<file path="config.mk">
export PLATFORM = sky130hd
export DESIGN_NAME = integer_to_ascii_radix
export DESIGN_NICKNAME = d
export VERILOG_FILES = /design/src/design/itoa_pkg.sv /design/src/design/itoa_unpack.sv /design/src/design/itoa_dabble.sv /design/src/design/integer_to_ascii_radix.sv
export SDC_FILE = /design/constraint.sdc
export NUM_CORES = 1
export LEC_CHECK = 0
export ABC_AREA = 1
export BUFFER_PORTS_ARGS = -buffer_cell sky130_fd_sc_hd__buf_2
export CORE_MARGIN = 3
export CORE_UTILIZATION = 60
export DETAILED_ROUTE_END_ITERATION = 16
export PLACE_DENSITY = 0.79
export SYNTH_ARGS = -nofsm -noshare
export SYNTH_HDL_FRONTEND = slang
export SYNTH_SLANG_ARGS = --single-unit
</file>
<file path="constraint.sdc">
create_clock -name clk -period 5.14 [get_ports clk]
set_input_delay 0.257 -clock clk [delete_from_list [all_inputs] [get_ports clk]]
set_output_delay 0.257 -clock clk [all_outputs]
set_load 0.02 [all_outputs]
</file>
<file path="src/design/itoa_pkg.sv">
// ----------------------------------------------------------------------------
// itoa_pkg
// Shared types, constants and helpers for the integer to ASCII formatter.
// ----------------------------------------------------------------------------
package itoa_pkg;

  localparam int NUM_DIGITS = 32;   // binary needs 32 digit slots
  localparam int BCD_DIGITS = 20;   // enough for 2^64 - 1 in decimal
  localparam int DIGIT_W    = 4;
  localparam int PTR_W      = $clog2(NUM_DIGITS);
  localparam int ITER_W     = 7;    // holds 64 iterations

  localparam logic [1:0] RADIX_BIN = 2'd0;
  localparam logic [1:0] RADIX_OCT = 2'd1;
  localparam logic [1:0] RADIX_DEC = 2'd2;
  localparam logic [1:0] RADIX_HEX = 2'd3;

  localparam logic [6:0] ASCII_ZERO  = 7'h30;
  localparam logic [6:0] ASCII_A     = 7'h41;
  localparam logic [6:0] ASCII_MINUS = 7'h2d;

  typedef logic [NUM_DIGITS-1:0][DIGIT_W-1:0] digit_buf_t;

  // Setup handed from the operand unpacker to the sequencer.
  typedef struct packed {
    logic              neg;
    logic              decimal;
    logic [PTR_W-1:0]  top;
    logic [ITER_W-1:0] iters;
    logic [63:0]       bin;
    digit_buf_t        digits;
  } itoa_setup_t;

  function automatic logic [6:0] digit_char(input logic [DIGIT_W-1:0] d);
    if (d < 4'd10) begin
      return ASCII_ZERO + {3'b000, d};
    end else begin
      return ASCII_A + {3'b000, d} - 7'd10;
    end
  endfunction

endpackage

</file>
<file path="src/design/itoa_unpack.sv">
// ----------------------------------------------------------------------------
// itoa_unpack
// Sign handling and magnitude selection; splits binary, octal and hex
// operands straight into digit slots, and sets up the decimal conversion.
// ----------------------------------------------------------------------------
module itoa_unpack
  import itoa_pkg::*;
(
  input  logic [63:0]  value,
  input  logic [1:0]   req_type,
  input  logic         is_signed,
  input  logic         is_64bit,
  output itoa_setup_t  setup
);

  logic        wide;
  logic        neg;
  logic [63:0] mag;
  logic [31:0] mag32;
  logic [34:0] mag35;

  always_comb begin
    wide  = is_64bit && (req_type == RADIX_DEC);
    neg   = 1'b0;
    mag32 = value[31:0];
    mag   = value;
    if (wide) begin
      neg = is_signed && value[63];
      if (neg) mag = 64'd0 - value;
    end else begin
      neg = is_signed && value[31];
      if (neg) mag32 = 32'd0 - value[31:0];
      mag = {32'd0, mag32};
    end
    mag35 = {3'b000, mag[31:0]};

    setup.neg     = neg;
    setup.decimal = (req_type == RADIX_DEC);
    setup.iters   = wide ? ITER_W'(64) : ITER_W'(32);
    setup.bin     = wide ? mag : {mag[31:0], 32'd0};
    setup.digits  = '0;
    setup.top     = '0;

    unique case (req_type)
      RADIX_BIN: begin
        for (int i = 0; i < NUM_DIGITS; i++) setup.digits[i] = {3'b000, mag[i]};
        setup.top = PTR_W'(31);
      end
      RADIX_OCT: begin
        for (int i = 0; i < 11; i++) setup.digits[i] = {1'b0, mag35[3*i +: 3]};
        setup.top = PTR_W'(10);
      end
      RADIX_DEC: begin
        setup.top = wide ? PTR_W'(BCD_DIGITS - 1) : PTR_W'(9);
      end
      RADIX_HEX: begin
        for (int i = 0; i < 8; i++) setup.digits[i] = mag[4*i +: 4];
        setup.top = PTR_W'(7);
      end
      default: setup.top = '0;
    endcase
  end

endmodule

</file>
<file path="src/design/itoa_dabble.sv">
// ----------------------------------------------------------------------------
// itoa_dabble
// One shift-and-add-3 step of binary to BCD conversion over the low
// BCD digit slots; the sequencer runs it once per operand bit.
// ----------------------------------------------------------------------------
module itoa_dabble
  import itoa_pkg::*;
(
  input  digit_buf_t  digits,
  input  logic [63:0] bin,
  output digit_buf_t  digits_next,
  output logic [63:0] bin_next
);

  logic [BCD_DIGITS-1:0][DIGIT_W-1:0] adj;
  logic [BCD_DIGITS*DIGIT_W-1:0]      shifted;

  always_comb begin
    for (int j = 0; j < BCD_DIGITS; j++) begin
      adj[j] = (digits[j] >= 4'd5) ? digits[j] + 4'd3 : digits[j];
    end
    // top bit of adj is never set: 20 digits cover the full 64-bit range
    shifted = {adj[BCD_DIGITS-1][DIGIT_W-2:0], adj[BCD_DIGITS-2:0], bin[63]};
    digits_next = '0;
    for (int j = 0; j < BCD_DIGITS; j++) begin
      digits_next[j] = shifted[DIGIT_W*j +: DIGIT_W];
    end
    bin_next = {bin[62:0], 1'b0};
  end

endmodule

</file>
<file path="src/design/integer_to_ascii_radix.sv">
// ----------------------------------------------------------------------------
// integer_to_ascii_radix
// Integer to ASCII text, most significant character first, one beat each.
// Binary/octal/hex digits load straight from the unpacker; decimal runs
// 32 (or 64 for a 64-bit operand) dabble steps through one shared
// add-3/shift unit. Then leading zero slots are skipped, the first
// character is picked, then one beat per character while out_ready is high.
// One item at a time: ready only when the previous string is fully sent.
// Synchronous reset returns the sequencer to idle; no other state.
// ----------------------------------------------------------------------------
module integer_to_ascii_radix
  import itoa_pkg::*;
(
  input  logic        clk,
  input  logic        rst,
  input  logic        in_valid,
  output logic        in_ready,
  input  logic [63:0] value,
  input  logic [1:0]  req_type,
  input  logic        is_signed,
  input  logic        is_64bit,
  output logic        out_valid,
  input  logic        out_ready,
  output logic [6:0]  char_code,
  output logic [5:0]  char_index,
  output logic        last
);

  typedef enum logic [2:0] {ST_IDLE, ST_CONV, ST_SCAN, ST_SIGN, ST_EMIT} state_t;

  state_t            state;
  digit_buf_t        digits;
  logic [63:0]       bin;
  logic              neg;
  logic [PTR_W-1:0]  ptr;
  logic [ITER_W-1:0] cnt;
  logic [5:0]        idx;

  itoa_setup_t       setup;
  digit_buf_t        digits_next;
  logic [63:0]       bin_next;
  logic [DIGIT_W-1:0] cur;

  itoa_unpack u_unpack (
    .value     (value),
    .req_type  (req_type),
    .is_signed (is_signed),
    .is_64bit  (is_64bit),
    .setup     (setup)
  );

  itoa_dabble u_dabble (
    .digits      (digits),
    .bin         (bin),
    .digits_next (digits_next),
    .bin_next    (bin_next)
  );

  assign cur        = digits[ptr];
  assign in_ready   = (state == ST_IDLE);
  assign out_valid  = (state == ST_SIGN) || (state == ST_EMIT);
  assign char_code  = (state == ST_SIGN) ? ASCII_MINUS : digit_char(cur);
  assign char_index = idx;
  assign last       = (state == ST_EMIT) && (ptr == '0);

  always_ff @(posedge clk) begin
    if (rst) begin
      state <= ST_IDLE;
    end else begin
      unique case (state)
        ST_IDLE: begin
          if (in_valid) begin
            digits <= setup.digits;
            bin    <= setup.bin;
            neg    <= setup.neg;
            ptr    <= setup.top;
            cnt    <= setup.iters;
            idx    <= '0;
            state  <= setup.decimal ? ST_CONV : ST_SCAN;
          end
        end
        ST_CONV: begin
          digits <= digits_next;
          bin    <= bin_next;
          cnt    <= cnt - ITER_W'(1);
          if (cnt == ITER_W'(1)) state <= ST_SCAN;
        end
        ST_SCAN: begin
          // drop leading zeros, keeping at least one digit
          if ((ptr != '0) && (cur == '0)) begin
            ptr <= ptr - PTR_W'(1);
          end else begin
            state <= neg ? ST_SIGN : ST_EMIT;
          end
        end
        ST_SIGN: begin
          if (out_ready) begin
            idx   <= 6'd1;
            state <= ST_EMIT;
          end
        end
        ST_EMIT: begin
          if (out_ready) begin
            if (ptr == '0) begin
              state <= ST_IDLE;
            end else begin
              ptr <= ptr - PTR_W'(1);
              idx <= idx + 6'd1;
            end
          end
        end
        default: state <= ST_IDLE;
      endcase
    end
  end

  a_no_overlap: assert property (@(posedge clk) disable iff (rst)
    !(in_ready && out_valid))
    else $error("input and output sides active together");

  a_back_to_idle: assert property (@(posedge clk) disable iff (rst)
    (out_valid && out_ready && last) |=> in_ready)
    else $error("sequencer did not return to idle after last beat");

  a_string_continues: assert property (@(posedge clk) disable iff (rst)
    (out_valid && out_ready && !last) |=> (out_valid && char_index == $past(char_index) + 6'd1))
    else $error("character string broken mid-item");

  a_conv_count: assert property (@(posedge clk) disable iff (rst)
    (state == ST_CONV) |-> (cnt != '0))
    else $error("dabble iteration count underflow");

endmodule
</file>
; ---- Word level (Yosys, flattened, before mapping)
; Cells that the tools add are included.
[totals]
ff_bits = 214
in_bits = 72
output_inout_bits = 16
word_cells = 184
[classes]
add_sub_neg = 28
order_cmp = 22
eq_ne = 16
n_mux = 60
bitwise_logic = 1
n_reduce_logical = 19
[op_table]
columns = op, n
row1 = $mux 64, 4
row2 = $pmux 128 s2, 1
row3 = $mux 128, 1
row4 = $pmux 64 s2, 1
row5 = $pmux 32 s3, 1
row6 = $mux 81, 1
row7 = $ge 4x3->1 const B, 20
row8 = $mux 4, 20
row9 = $add 4x2->4 const B, 19
row10 = $sub 1x64->64 const A, 1
row11 = $mux 32, 1
row12 = $sub 1x32->32 const A, 1
row13 = $mux 7, 4
row14 = $mux 5, 5
row15 = $mux 3, 8
row16 = $mux 6, 4
row17 = $bmux 4 s5, 1
row18 = $pmux 10 s2, 1
row19 = $pmux 5 s4, 1
row20 = $pmux 6 s3, 1
row21 = $reduce_and 6->1, 3
row22 = $pmux 3 s5, 1
row23 = $pmux 5 s3, 1
row24 = $ne 2x2->1 const B, 7
row25 = other kinds (30), 38

; ---- Longest topological paths before layout
; Gate-level depths: netlist of the first run.
[logic_depth]
word_depth = 6
mapped_depth = 16
mapped_depth_nobuf = 15

; ---- Modules after synthesis
; Synthesis of the first run repeated with hierarchy kept, for this count alone.
[unflattened]
hier_cells = 2845
area_unflattened_um2 = 18931.9
[modules_own_cells]
columns = module, instances, cells_each, area_per_inst_um2, seq_area_each_um2
row1 = integer_to_ascii_radix, 1, 1303, 10946.7, 6396.1
row2 = itoa_unpack, 1, 1002, 4827.1, 0.0
row3 = itoa_dabble, 1, 540, 3158.0, 0.0

; ---- Worst setup path before layout of the first run
; No wires, ideal clock.
[synth_timing]
kind = register to register
startpoint = register state[0]
endpoint = register bin[0] (enable)
setup_time_ns = 0.516
arrival_time_ns = 3.928
required_ns = 4.624
slack_ns = 0.696
path_stages_with_launch = 7
path_buffers = 0
synth_period_minus_slack_ns = 4.444
cell_sequence = dfxtp_1 nor2_1 inv_1 nor2_1 nand2_1 nand3_1 inv_1
[synth_via]
elab_chain_cells = 3
elab_cells_between_ends = 5
classes_between = eq/ne (2) / reduce/logical (3)
[synth_rtl]
columns = item, line_no
row1 = start: declaration, integer_to_ascii_radix.sv:31  ; state_t state;
row2 = start signal: assignment, integer_to_ascii_radix.sv:79  ; state <= setup.decimal ? ST_CONV : ST_SCAN;
row3 = start signal: assignment, integer_to_ascii_radix.sv:93  ; state <= neg ? ST_SIGN : ST_EMIT;
row4 = $logic_not 3->1 (*), n/a
row5 = named net in_ready, integer_to_ascii_radix.sv:17  ; output logic in_ready,
row6 = $ne 2x2->1 (no line) / $reduce_bool 2->1 (equally long branches), n/a
row7 = $reduce_and 3->1 (no line) (*), n/a
row8 = end signal: assignment, integer_to_ascii_radix.sv:74  ; bin <= setup.bin;
row9 = end signal: assignment, integer_to_ascii_radix.sv:84  ; bin <= bin_next;
row10 = end: declaration, integer_to_ascii_radix.sv:33  ; logic [63:0] bin;
; The timed path passes the listed nets; every way through them passes the cells marked *.
; A chain may end at the register's enable or synchronous reset.

; ---- Final worst setup path of the first run
[layout_timing]
startpoint = register ptr[1]
endpoint = output port char_code[4]
[layout_via]
elab_chain_cells = 6
elab_cells_between_ends = 8
classes_between = add/sub (3) / order compare (1) / mux (4)
[layout_rtl]
columns = item, line_no
row1 = start: declaration, integer_to_ascii_radix.sv:35  ; logic [PTR_W-1:0] ptr;
row2 = start signal: assignment, integer_to_ascii_radix.sv:76  ; ptr <= setup.top;
row3 = start signal: assignment, integer_to_ascii_radix.sv:91  ; ptr <= ptr - PTR_W'(1);
row4 = start signal: assignment, integer_to_ascii_radix.sv:107  ; ptr <= ptr - PTR_W'(1);
row5 = $bmux 4 s5 (*), integer_to_ascii_radix.sv:59  ; assign cur = digits[ptr];
row6 = $mux 4 (implied by the code) (*), integer_to_ascii_radix.sv:59
row7 = $add 7x4->7, itoa_pkg.sv:38  ; return ASCII_A + {3'b000, d} - 7'd10;
row8 = $sub 7x4->7, itoa_pkg.sv:38
row9 = $mux 7 (*), itoa_pkg.sv:35  ; if (d < 4'd10) begin
row10 = $mux 7 (*), integer_to_ascii_radix.sv:62  ; assign char_code = (state == ST_SIGN) ? ASCII_MINUS : digit_char(cur);
row11 = end: declaration, integer_to_ascii_radix.sv:24  ; output logic [6:0] char_code,
; Mark *: on every way between the ends. The rest lies on a longest branch, timed or not. The select of a mux whose other input is x is not followed.

==> qor.yml, run 1 <==
sta:
  hold_ws_ps: 40.5
  max_freq_ghz: 0.302
  setup_viol: 0
  finalHoldViolations: 0
  rsz0062_at_grt: "false"
  min_period_ps: 3320
  tightestPinTransition_ps: 1100
  period_share_pct: 64.5
  setup_ws_ps: 1820
  setup_tns_ps: 0
  slew_violations: 0
  skew_ps: 13.8
  relSlewSlack_pct: 26.1
clocking:
  cts_made_buffers: 17
  cts_tree: "done"
  cts_sinks: 178
  cts_resized: 0
  cts.clk_slew.worst_paths_ps: 80
  clk_path_buf_depth: 2
  h-tree-depth: 4
  insertion_delay_ps: 430
  cts_hold_buf: 0
  post_cts_buffers: 0
  cts_root_buffer: "clkbuf_16"
global_route:
  grt_max_degree: 98
  grt_pass1_wl_um: 68200
  antenna_found_initial: 0
  grt_remaining_overflow: 0
  grt_pass1_vias: 12921
  grtUsageTotal_pct: 33.3
power:
  powerDensity_nw_per_um2: 408
  p_int_uw: 3640
  p_comb_share_pct: 39.2
  peakVddDrop_uv: 207
  power_switching_uw: 2600
  p_leak_uw: 0.00662
  p_seq_share_pct: 37.8
  power_frac_clock_pct: 23.0
  switching_share_pct: 41.7
synth:
  avgSynthCellArea_um2: 7.19
  ys_ff_latch: 178
  yosys_warnings: 0
  ys_types: 53
  seq_area_frac_synth_pct: 37.7
  synth_area_um2: 14100
  synth_cells: 1958
  ys.flop_type: "edfxtp_1"
  synth-edff-count: 175
  synth-async-reset-ratio_pct: 0
  synth_fp_nets: 2084
floorplan:
  core.rowCount: 55
  coreArea_um2: 22800
  die_x_um: 159
  die-area_um2: 25300
  dieHeight_um: 159
  ios: 88
  start_util_pct: 61.6
route:
  ant_nets: 0
  drt_pre_antenna_iters: 6
  drt_iter0_markers: 1913
  vias: 13821
  vias_per_cell: 5.92
  wl_per_cell_um: 18.3
  drc: 0
  wl_um: 42800
cells_and_area:
  layout-drive-gt1-share_pct: 9.41
  area_growth_pct: 8.87
  layout.cells.non_filler: 2333
  seq_area_um2: 5320
  design_area_um2: 15300
  antenna_cells: 0
  multi_input_area_um2: 7450
  fin_nets: 2133
  fillers: 1978
worst_setup_path:
  crit_arrival_ps: 3060
  worstSetupEndpointType: "output pin"
  critPathMaxFanout: 29
  worstPathCellList: "buf_4 > inv_1 > a21oi_1 > o21ai_0 > nand2_1 > nand2_1 > nand3_1 > a21oi_2 > ha_1 > inv_1 > nor2_1 > o21ai_1 > inv_1 > buf_2"
  crit_path_start_kind: "flip-flop"
  critPathMostFrequentCell: "inv_1"
  worstSetupPathType: "reg2out"
  cp_slowest_cell: "inv_1"
  crit_buf_inv: 5
  crit_family: "buffers and inverters"
  critPathRequiredTime_ps: 4880
  max_stage_delay_ps: 540
placed_design:
  dpl.hpwl_um: 32000
  pre_cts_ws_ps: 1860
  io_buffers: 87
  place_area_um2: 14700
  dp_cells: 2300
  place_congestion: 0.984
worst_hold_path:
  hold_class: "in2reg"
run_status:
  status: "completed"
job:
  drv_cap: 0
-- worst register-to-register path, stage by stage (launching register included) --
cell      delay, ps
edfxtp_1        360
buf_4           240
inv_1           550
a21oi_1          80
o21ai_0         110
nand2_1          70
nand2_1          70
nand3_1         150
a21oi_2         280
ha_1            190
nand2_1          50
nor2_1          160
a21oi_1          80
nor3_1          490
-- cells by family (layout without fill, tap and decap cells) --
| logic type | Yosys count | in the layout | share of synthesized area, % |
|---|---|---|---|
| and+or+nand+nor | 921 | 921 | 28.1 |
| xor gates and xnor gates | 53 | 53 | 3.30 |
| AOI/OAI and AO/OA | 421 | 421 | 16.7 |
| adders and majority gates | 54 | 54 | 4.80 |
| buffers and inverters | 331 | 393 | 9.35 |
| DFF | 178 | 178 | 37.7 |
-- sequential cells by signal, indices dropped and copies added (netlist names) --
| signal | flops |
|---|---|
| digits | 92 |
| bin | 64 |
| cnt | 7 |
| char_index | 6 |
| ptr | 5 |
| state | 3 |
| neg | 1 |
-- through the flow --
step                power (µW)  util, %
floorplan                 4130        -
global placement          4700     64.2
CTS                       6210     67.1
global route              6650     67.1
detailed placement        4770     64.2
finish                    6250     67.1
-- layer usage --
metal	global-route usage, %	part of all wire [%]
met1	43.7	40
met2	54.9	47
met3	5.12	7.8
met4	14.8	4.8
met5	0	0
-- path summary, 6_finish.rpt --
check | startpoint | to | slack, ps | cells after the start
worst min register to register | bin[26] | bin[27] | 520 | 2
worst min-delay path | rst | state[0] | 40 | 2
worst max-delay path | ptr[1] | char_code[4] | 1820 | 14
worst max register to register | ptr[1] | ptr[4] | 1910 | 13
-- power groups by stage --
| stage | sequential, µW | clock (µW) | combinational [µW] |
|---|---|---|---|
| after floorplan | 2350 | 0 | 1780 |
| after global placement | 2360 | 0 | 2340 |
| after detailed placement | 2380 | 0 | 2390 |
| after CTS | 2350 | 1440 | 2420 |
| after global routing | 2400 | 1510 | 2750 |
| final | 2360 | 1440 | 2450 |
-- cell usage in the layout, fill, tap and decap left out, drive strengths merged --
| cell type | n |
|---|---|
| a211oi | 3 |
| a21boi | 1 |
| a21oi | 139 |
| a221oi | 1 |
| a22o | 5 |
| a22oi | 2 |
| a31oi | 8 |
| a32o | 1 |
| and2 | 4 |
| and3 | 1 |
| buf | 100 |
| bufinv | 3 |
| clkbuf | 19 |
| clkinv | 4 |
| clkinvlp | 1 |
| dfxtp | 3 |
| edfxtp | 175 |
| ha | 54 |
| inv | 266 |
| nand2 | 483 |
| nand3 | 156 |
| nand3b | 1 |
| nand4 | 28 |
| nor2 | 222 |
| nor3 | 17 |
| nor4 | 3 |
| o2111ai | 2 |
| o211ai | 39 |
| o21a | 2 |
| o21ai | 197 |
| o21bai | 1 |
| o221ai | 6 |
| o22ai | 4 |
| o31ai | 10 |
| or2 | 6 |
| xnor2 | 2 |
| xor2 | 51 |
-- synthesized netlist by cell type, types with 3 or more instances --
| library cell | instances | area share [%] |
|---|---|---|
| a211oi_1 | 3 | 0.16 |
| a21oi_1 | 136 | 4.8 |
| a22o_1 | 5 | 0.31 |
| a31oi_1 | 8 | 0.36 |
| and2_1 | 4 | 0.18 |
| buf_1 | 11 | 0.29 |
| buf_2 | 26 | 0.92 |
| buf_4 | 3 | 0.16 |
| buf_6 | 4 | 0.32 |
| clkbuf_1 | 27 | 0.72 |
| dfxtp_1 | 3 | 0.43 |
| edfxtp_1 | 175 | 37 |
| ha_1 | 54 | 4.8 |
| inv_1 | 244 | 6.5 |
| inv_2 | 14 | 0.37 |
| nand2_1 | 473 | 13 |
| nand2_2 | 9 | 0.40 |
| nand3_1 | 152 | 5.4 |
| nand3_2 | 4 | 0.28 |
| nand4_1 | 27 | 1.2 |
| nor2_1 | 210 | 5.6 |
| nor2_2 | 5 | 0.22 |
| nor2_4 | 6 | 0.48 |
| nor3_1 | 17 | 0.60 |
| o211ai_1 | 39 | 2.1 |
| o21ai_0 | 181 | 6.4 |
| o21ai_1 | 14 | 0.50 |
| o221ai_1 | 6 | 0.37 |
| o22ai_1 | 4 | 0.18 |
| o31ai_1 | 10 | 0.53 |
| or2_2 | 5 | 0.22 |
| xor2_1 | 51 | 3.2 |
-- layout make-up --
type,count,share of cell area (%)
clock buffers,18,2.86
clock inverters,14,1.35
inverters,260,6.42
multi-input cells,1449,48.6
flip-flops and latches,178,34.7
well taps,313,2.55
repair buffers,101,3.51
No activity file was read; power rests on OpenSTA's default activity.
==> run 2, diff against run 1 <==
--- a/config.mk
+++ b/config.mk
@@ -8,7 +8,7 @@
 export ABC_AREA = 1
 export BUFFER_PORTS_ARGS = -buffer_cell sky130_fd_sc_hd__buf_2
 export CORE_MARGIN = 3
-export CORE_UTILIZATION = 60
+export CORE_UTILIZATION = 57
 export DETAILED_ROUTE_END_ITERATION = 16
 export PLACE_DENSITY = 0.79
 export SYNTH_ARGS = -nofsm -noshare
==> constraint.sdc (replaced) <==
create_clock -name clk -period 2.95 [get_ports clk]
set_input_delay 0.1475 -clock clk [delete_from_list [all_inputs] [get_ports clk]]
set_output_delay 0.1475 -clock clk [all_outputs]
set_load 0.02 [all_outputs]
==> qor.yml, run 2 (synthesized netlist as in run 1, its figures left out) <==
run_status:
  status: "completed"  # unchanged
worst_setup_path:
  critPathMostFrequentCell: "nand2_1"  # was inv_1
  max_stage_delay_ps: 530  # was 540 ps
  cp_slowest_cell: "edfxtp_1"  # was inv_1
  crit_arrival_ps: 2650  # was 3060 ps
  critPathMaxFanout: 8  # was 29
  worstSetupPathType: "reg2out"  # unchanged
  crit_family: "buffers and inverters"  # unchanged
  worstSetupEndpointType: "output pin"  # unchanged
  startpoint: "ptr[2]"  # was ptr[1]
  crit_path_start_kind: "flip-flop"  # unchanged
  critPathRequiredTime_ps: 2800  # was 4880 ps
  crit_buf_inv: 5  # unchanged
  worstPathCellList: "inv_2 > nand2_1 > inv_1 > nand2_1 > nand3_1 > a21oi_4 > buf_12 > ha_1 > inv_1 > nand3_1 > nand2_1 > buf_2"  # was buf_4 > inv_1 > a21oi_1 > o21ai_0 > nand2_1 > nand2_1 > nand3_1 > a21oi_2 > ha_1 > inv_1 > nor2_1 > o21ai_1 > inv_1 > buf_2
  rr_startpoint: "ptr[0]"  # was ptr[1]
sta:
  min_period_ps: 2800
  slew_violations: 0  # unchanged
  relSlewSlack_pct: 21.0  # was 26.1%
  period_share_pct: 94.8
  finalHoldViolations: 0  # unchanged
  max_freq_ghz: 0.358
  skew_ps: 16.5  # was 13.8 ps
  tightestPinTransition_ps: 1170  # was 1100 ps
  setup_tns_ps: 0  # unchanged
  setup_viol: 0  # unchanged
global_route:
  grt_pass1_vias: 13309  # was 12.9k
  antenna_found_initial: 4  # was 0
  grtUsageTotal_pct: 32.6  # was 33.3%
  grt_pass1_wl_um: 68500  # was 68,200 µm
  grt_remaining_overflow: 0  # unchanged
  grt_max_degree: 84  # was 98
route:
  wl_met3_um: 3430  # was 3340 µm
  drc: 0  # unchanged
  drt_iter0_markers: 1789  # was 1,913
  top_layer_used: "met5"  # was met4
  ant_nets: 0  # unchanged
  vias: 14039  # was 13.8k
  vias_per_cell: 5.96  # was 5.92
  dr_wl_met2_um: 21500  # was 20,100 µm
  m1WireLength_um: 17000  # was 17,200 µm
  wl_per_cell_um: 18.6  # was 18.3 µm
  wl_um: 43700  # was 42,800 µm
  drt_pre_antenna_iters: 9  # was 6
cells_and_area:
  seq_area_um2: 5320  # about the same
  fin_util_pct: 64.8  # was 67.1%
  multi_input_area_um2: 7490  # was 7450 µm²
  area_growth_pct: 9.96  # was 8.87%
  fin_nets: 2148  # was 2,133
  final_cell_mix: "nand2_1 (470), inv_1 (241), nor2_1 (207), o21ai_0 (181), edfxtp_1 (175)"  # was nand2_1 (471), inv_1 (242), nor2_1 (210), o21ai_0 (181), edfxtp_1 (175)
  top_regs: "digits x92, bin x64, cnt x7"  # unchanged
  layout-drive-gt1-share_pct: 10.3  # was 9.41%
  fillers: 2151  # was 1,978
  largest_reg_flops: 92  # unchanged
  top_register: "digits"  # unchanged
  mostFrequentLayoutCell: "nand2_1"  # unchanged
clocking:
  clk_path_buf_depth: 2  # unchanged
  cts_sinks: 178  # unchanged
  cts_made_buffers: 17  # unchanged
  cts_root_buffer: "clkbuf_16"  # unchanged
  cts.clk_slew.worst_paths_ps: 80  # about the same
  h-tree-depth: 4  # unchanged
  insertion_delay_ps: 440  # was 430 ps
  cts_tree: "done"  # unchanged
placed_design:
  io_buffers: 87  # unchanged
  place_congestion: 0.984  # about the same
  dpl.hpwl_um: 33100  # was 32,000 µm
worst_hold_path:
  hold_class: "in2reg"  # unchanged
  hp-start: "in_valid"  # was rst
floorplan:
  coreArea_um2: 23900  # was 22,800 µm²
  start_util_pct: 58.9  # was 61.6%
  die-area_um2: 26600  # was 25,300 µm²
  ios: 88  # unchanged
  die_x_um: 163  # was 159 µm
  dieHeight_um: 163  # was 159 µm
  core.rowCount: 56  # was 55
power:
  powerDensity_nw_per_um2: 705  # was 408 nW/µm²
  p_leak_uw: 0.00669  # was 0.00662 µW
  peakVddDrop_uv: 397  # was 207 µV
job:
  drv_cap: 0  # unchanged
-- run 2: area by class of cell --
cell class	instances	area share [%]
diodes	1	0.0162
clock buffers	19	2.86
flip-flops and latches	178	34.3
well taps	319	2.58
multi-input cells	1449	48.4
clock inverters	13	1.04
repair buffers	116	4.47
inverters	260	6.34
-- run 2: per-layer routing --
| metal | vias up | track usage, % |
|---|---|---|
| met5 | - | 0 |
| met4 | 6 | 13.5 |
| met3 | 142 | 5.76 |
| met2 | 699 | 56.7 |
| met1 | 6495 | 40.0 |
| li1 | 6697 | - |
-- run 2: stage by stage --
step           cells  cell area, µm²  power, µW  worst slack [ps]  hold WS, ps
2_1_floorplan   1958           14100       7200              -724          217
3_3_place_gp    2320           14800       8260               394          376
3_5_place_dp    2320           14800       8410               311          378
4_1_cts         2353           15400      10800              83.0          107
5_1_grt         2355           15500      11600             -16.2          129
6_report        2355           15500      10900               153          105
-- run 2: where the power goes --
| group | switching, µW | total (µW) | internal [µW] |
|---|---|---|---|
| logic | 3040 | 4410 | 1370 |
| registers | 434 | 4130 | 3700 |
| clock network | 1140 | 2380 | 1240 |
-- run 2: final timing paths --
path / endpoint / slack [ps] / cells past startpoint
min reg2reg: bin[45] / 520 / 2
min: neg / 110 / 3
max reg2reg: ptr[0] / 260 / 15
max: char_code[1] / 150 / 12
-- run 2: worst register-to-register path: cells and delay by family (launching register included) --
kind	cells	cell delay (ps)
and+or+nand+nor	6	710
AOI/OAI and AO/OA	4	490
DFF	1	430
adders and majority gates	1	140
buffers and inverters	4	650
-- run 2: timing repair --
| item | CTS | global route |
|---|---|---|
| endpoints found under the setup margin | 0 | 4 |
| resized for setup | 0 | 5 |
| hold endpoints to repair | 1 | 0 |
| hold buffers | 1 | 0 |
| buffers inserted | 0 | 1 |
==> run 3, diff against run 2 <==
==> constraint.sdc (replaced) <==
create_clock -name clk -period 2.95 [get_ports clk]
set_input_delay 0.59 -clock clk [delete_from_list [all_inputs] [get_ports clk]]
set_output_delay 0.59 -clock clk [all_outputs]
set_load 0.02 [all_outputs]
==> qor.yml, run 3 (synthesized netlist as in run 1, its figures left out) <==
run_status:
  status: "finished with violations"  # was completed
  violations: "setup timing"
global_route:
  grtUsageTotal_pct: 33.4  # was 32.6%
  grt_pass1_wl_um: 69800  # was 68,500 µm
  antenna_found_initial: 2  # was 4
  grt_pass1_vias: 13655  # was 13.3k
  grt_remaining_overflow: 0  # unchanged
  grt_max_degree: 139  # was 84
sta:
  setup_ws_ps: -198  # was 153 ps
  max_freq_ghz: 0.318  # was 0.358 GHz
  relSlewSlack_pct: 20.3  # was 21.0%
  min_period_ps: 3150  # was 2800 ps
  hold_ws_ps: 372  # was 105 ps
  period_share_pct: 107  # was 94.8%
  rsz0062_at_grt: "true"
  finalHoldViolations: 0  # unchanged
  skew_ps: 16.4  # was 16.5 ps
  setup_viol: 7  # was 0
  tightestPinTransition_ps: 1180  # was 1170 ps
  slew_violations: 0  # unchanged
clocking:
  cts_sinks: 178  # unchanged
  cts.clk_slew.worst_paths_ps: 70  # was 80 ps
  h-tree-depth: 4  # unchanged
  cts_made_buffers: 17  # unchanged
  clk_path_buf_depth: 2  # unchanged
  insertion_delay_ps: 450  # was 440 ps
  cts_root_buffer: "clkbuf_16"  # unchanged
  cts_hold_buf: 0  # was 1
  cts_tree: "done"  # unchanged
worst_setup_path:
  r2r_cells: 10  # was 15
  startpoint: "ptr[0]"  # was ptr[2]
  worstSetupPathType: "reg2out"  # unchanged
  crit_arrival_ps: 2560  # was 2650 ps
  reg2reg_slack_ps: 240  # was 260 ps
  crit_path_end: "char_code[1]"  # unchanged
  r2r-end: "char_index[3]"  # was ptr[0]
  rr_startpoint: "ptr[0]"  # unchanged
  worstSetupEndpointType: "output pin"  # unchanged
  crit_path_start_kind: "flip-flop"  # unchanged
  critPathMaxFanout: 8  # unchanged
  critPathRequiredTime_ps: 2360  # was 2800 ps
cells_and_area:
  mostFrequentLayoutCell: "nand2_1"  # unchanged
  design_area_um2: 16100  # was 15,500 µm²
  top_register: "digits"  # unchanged
  antenna_cells: 0  # was 1
  largest_reg_flops: 92  # unchanged
  fillers: 2031  # was 2,151
  fin_util_pct: 67.2  # was 64.8%
  fin_nets: 2182  # was 2,148
  final_cell_mix: "nand2_1 (463), inv_1 (235), nor2_1 (206), edfxtp_1 (175), o21ai_0 (161)"  # was nand2_1 (470), inv_1 (241), nor2_1 (207), o21ai_0 (181), edfxtp_1 (175)
  area_growth_pct: 14.0  # was 9.96%
  top_regs: "digits x92, bin x64, cnt x7"  # unchanged
  layout-drive-gt1-share_pct: 13.3  # was 10.3%
power:
  powerDensity_nw_per_um2: 725  # was 705 nW/µm²
  p_int_uw: 6760  # was 6300 µW
  power_frac_clock_pct: 19.4  # was 21.8%
  p_comb_share_pct: 45.3  # was 40.4%
  peakVddDrop_uv: 397  # about the same
  p_leak_uw: 0.00693  # was 0.00669 µW
  power_switching_uw: 4870  # was 4620 µW
  p_seq_share_pct: 35.3  # was 37.8%
  switching_share_pct: 41.9  # was 42.3%
route:
  drt_pre_antenna_iters: 6  # was 9
  wl_per_cell_um: 18.8  # was 18.6 µm
  wl_um: 44900  # was 43,700 µm
  drt_iter0_markers: 1703  # was 1,789
  drc: 0  # unchanged
  ant_nets: 0  # unchanged
  vias: 14297  # was 14.0k
  vias_per_cell: 5.99  # was 5.96
placed_design:
  place_congestion: 1.04  # was 0.984
  place_area_um2: 15000  # was 14,800 µm²
  io_buffers: 87  # unchanged
  dpl.hpwl_um: 33100  # about the same
floorplan:
  start_util_pct: 58.9  # unchanged
  dieHeight_um: 163  # unchanged
  ios: 88  # unchanged
  die_x_um: 163  # unchanged
  die-area_um2: 26600  # unchanged
  coreArea_um2: 23900  # unchanged
  core.rowCount: 56  # unchanged
worst_hold_path:
  hp-start: "rst"  # was in_valid
  hold_path_depth: 2  # was 3
  hold_class: "in2reg"  # unchanged
job:
  drv_cap: 0  # unchanged
[run 3: worst max-delay path: stages, from the launching register on]
cell	delay, ps
edfxtp_1	440
inv_2	140
buf_12	140
buf_12	130
nor2_2	40
o221ai_1	210
nand3_1	110
nand4_1	100
nand2_2	130
buf_6	150
ha_4	220
inv_2	50
nand3_2	70
nand2_2	70
buf_6	110
[run 3: metal layers]
layer | vias to the layer above | track usage [%] | routed length [µm]
met1 | 6591 | 40.3 | 17300
met3 | 188 | 6.31 | 3520
met2 | 765 | 57.0 | 21600
met4 | 4 | 17.0 | 2470
met5 | - | 0 | 23
li1 | 6749 | - | -
[run 3: cell type report]
class | count | area, µm² | share of cell area [%]
clock buffer | 21 | 480 | 2.99
sequential | 178 | 5320 | 33.1
timing repair buffer | 150 | 1170 | 7.27
tap | 319 | 399 | 2.49
clock inverter | 11 | 93.8 | 0.585
inverter | 260 | 986 | 6.14
multi-input combinational | 1449 | 7610 | 47.4
[run 3: metrics by stage]
step | worst slack (ps) | power [µW] | std cells | setup TNS [ps]
final | -198 | 11600 | 2388 | -906
after detailed placement | 101 | 8490 | 2340 | 0
after floorplan | -724 | 7200 | 1958 | -117970
after global placement | 249 | 8320 | 2340 | 0
after global routing | -341 | 12300 | 2388 | -1830
after CTS | -144 | 11300 | 2385 | -667
[run 3: worst min-delay path by stage]
stage               endpoint
floorplan            bin[45]
global placement      bin[5]
detailed placement    bin[6]
CTS                 state[0]
global route        state[0]
finish              state[0]
[run 3: power by group through the flow]
stage | clock [µW] | combinational [µW] | sequential, µW
after floorplan | 0 | 3130 | 4070
after global placement | 0 | 4220 | 4100
after detailed placement | 0 | 4360 | 4130
after CTS | 2250 | 4940 | 4090
after global routing | 2350 | 5780 | 4170
final | 2260 | 5270 | 4110
[run 3: repair_timing]
item                       4_1_cts  5_1_grt
hold endpoints to repair         0        0
setup endpoints to repair        7        7
cloned                           3        0
resized for setup               52       30
buffers inserted                10        3
pin swaps                       15       16
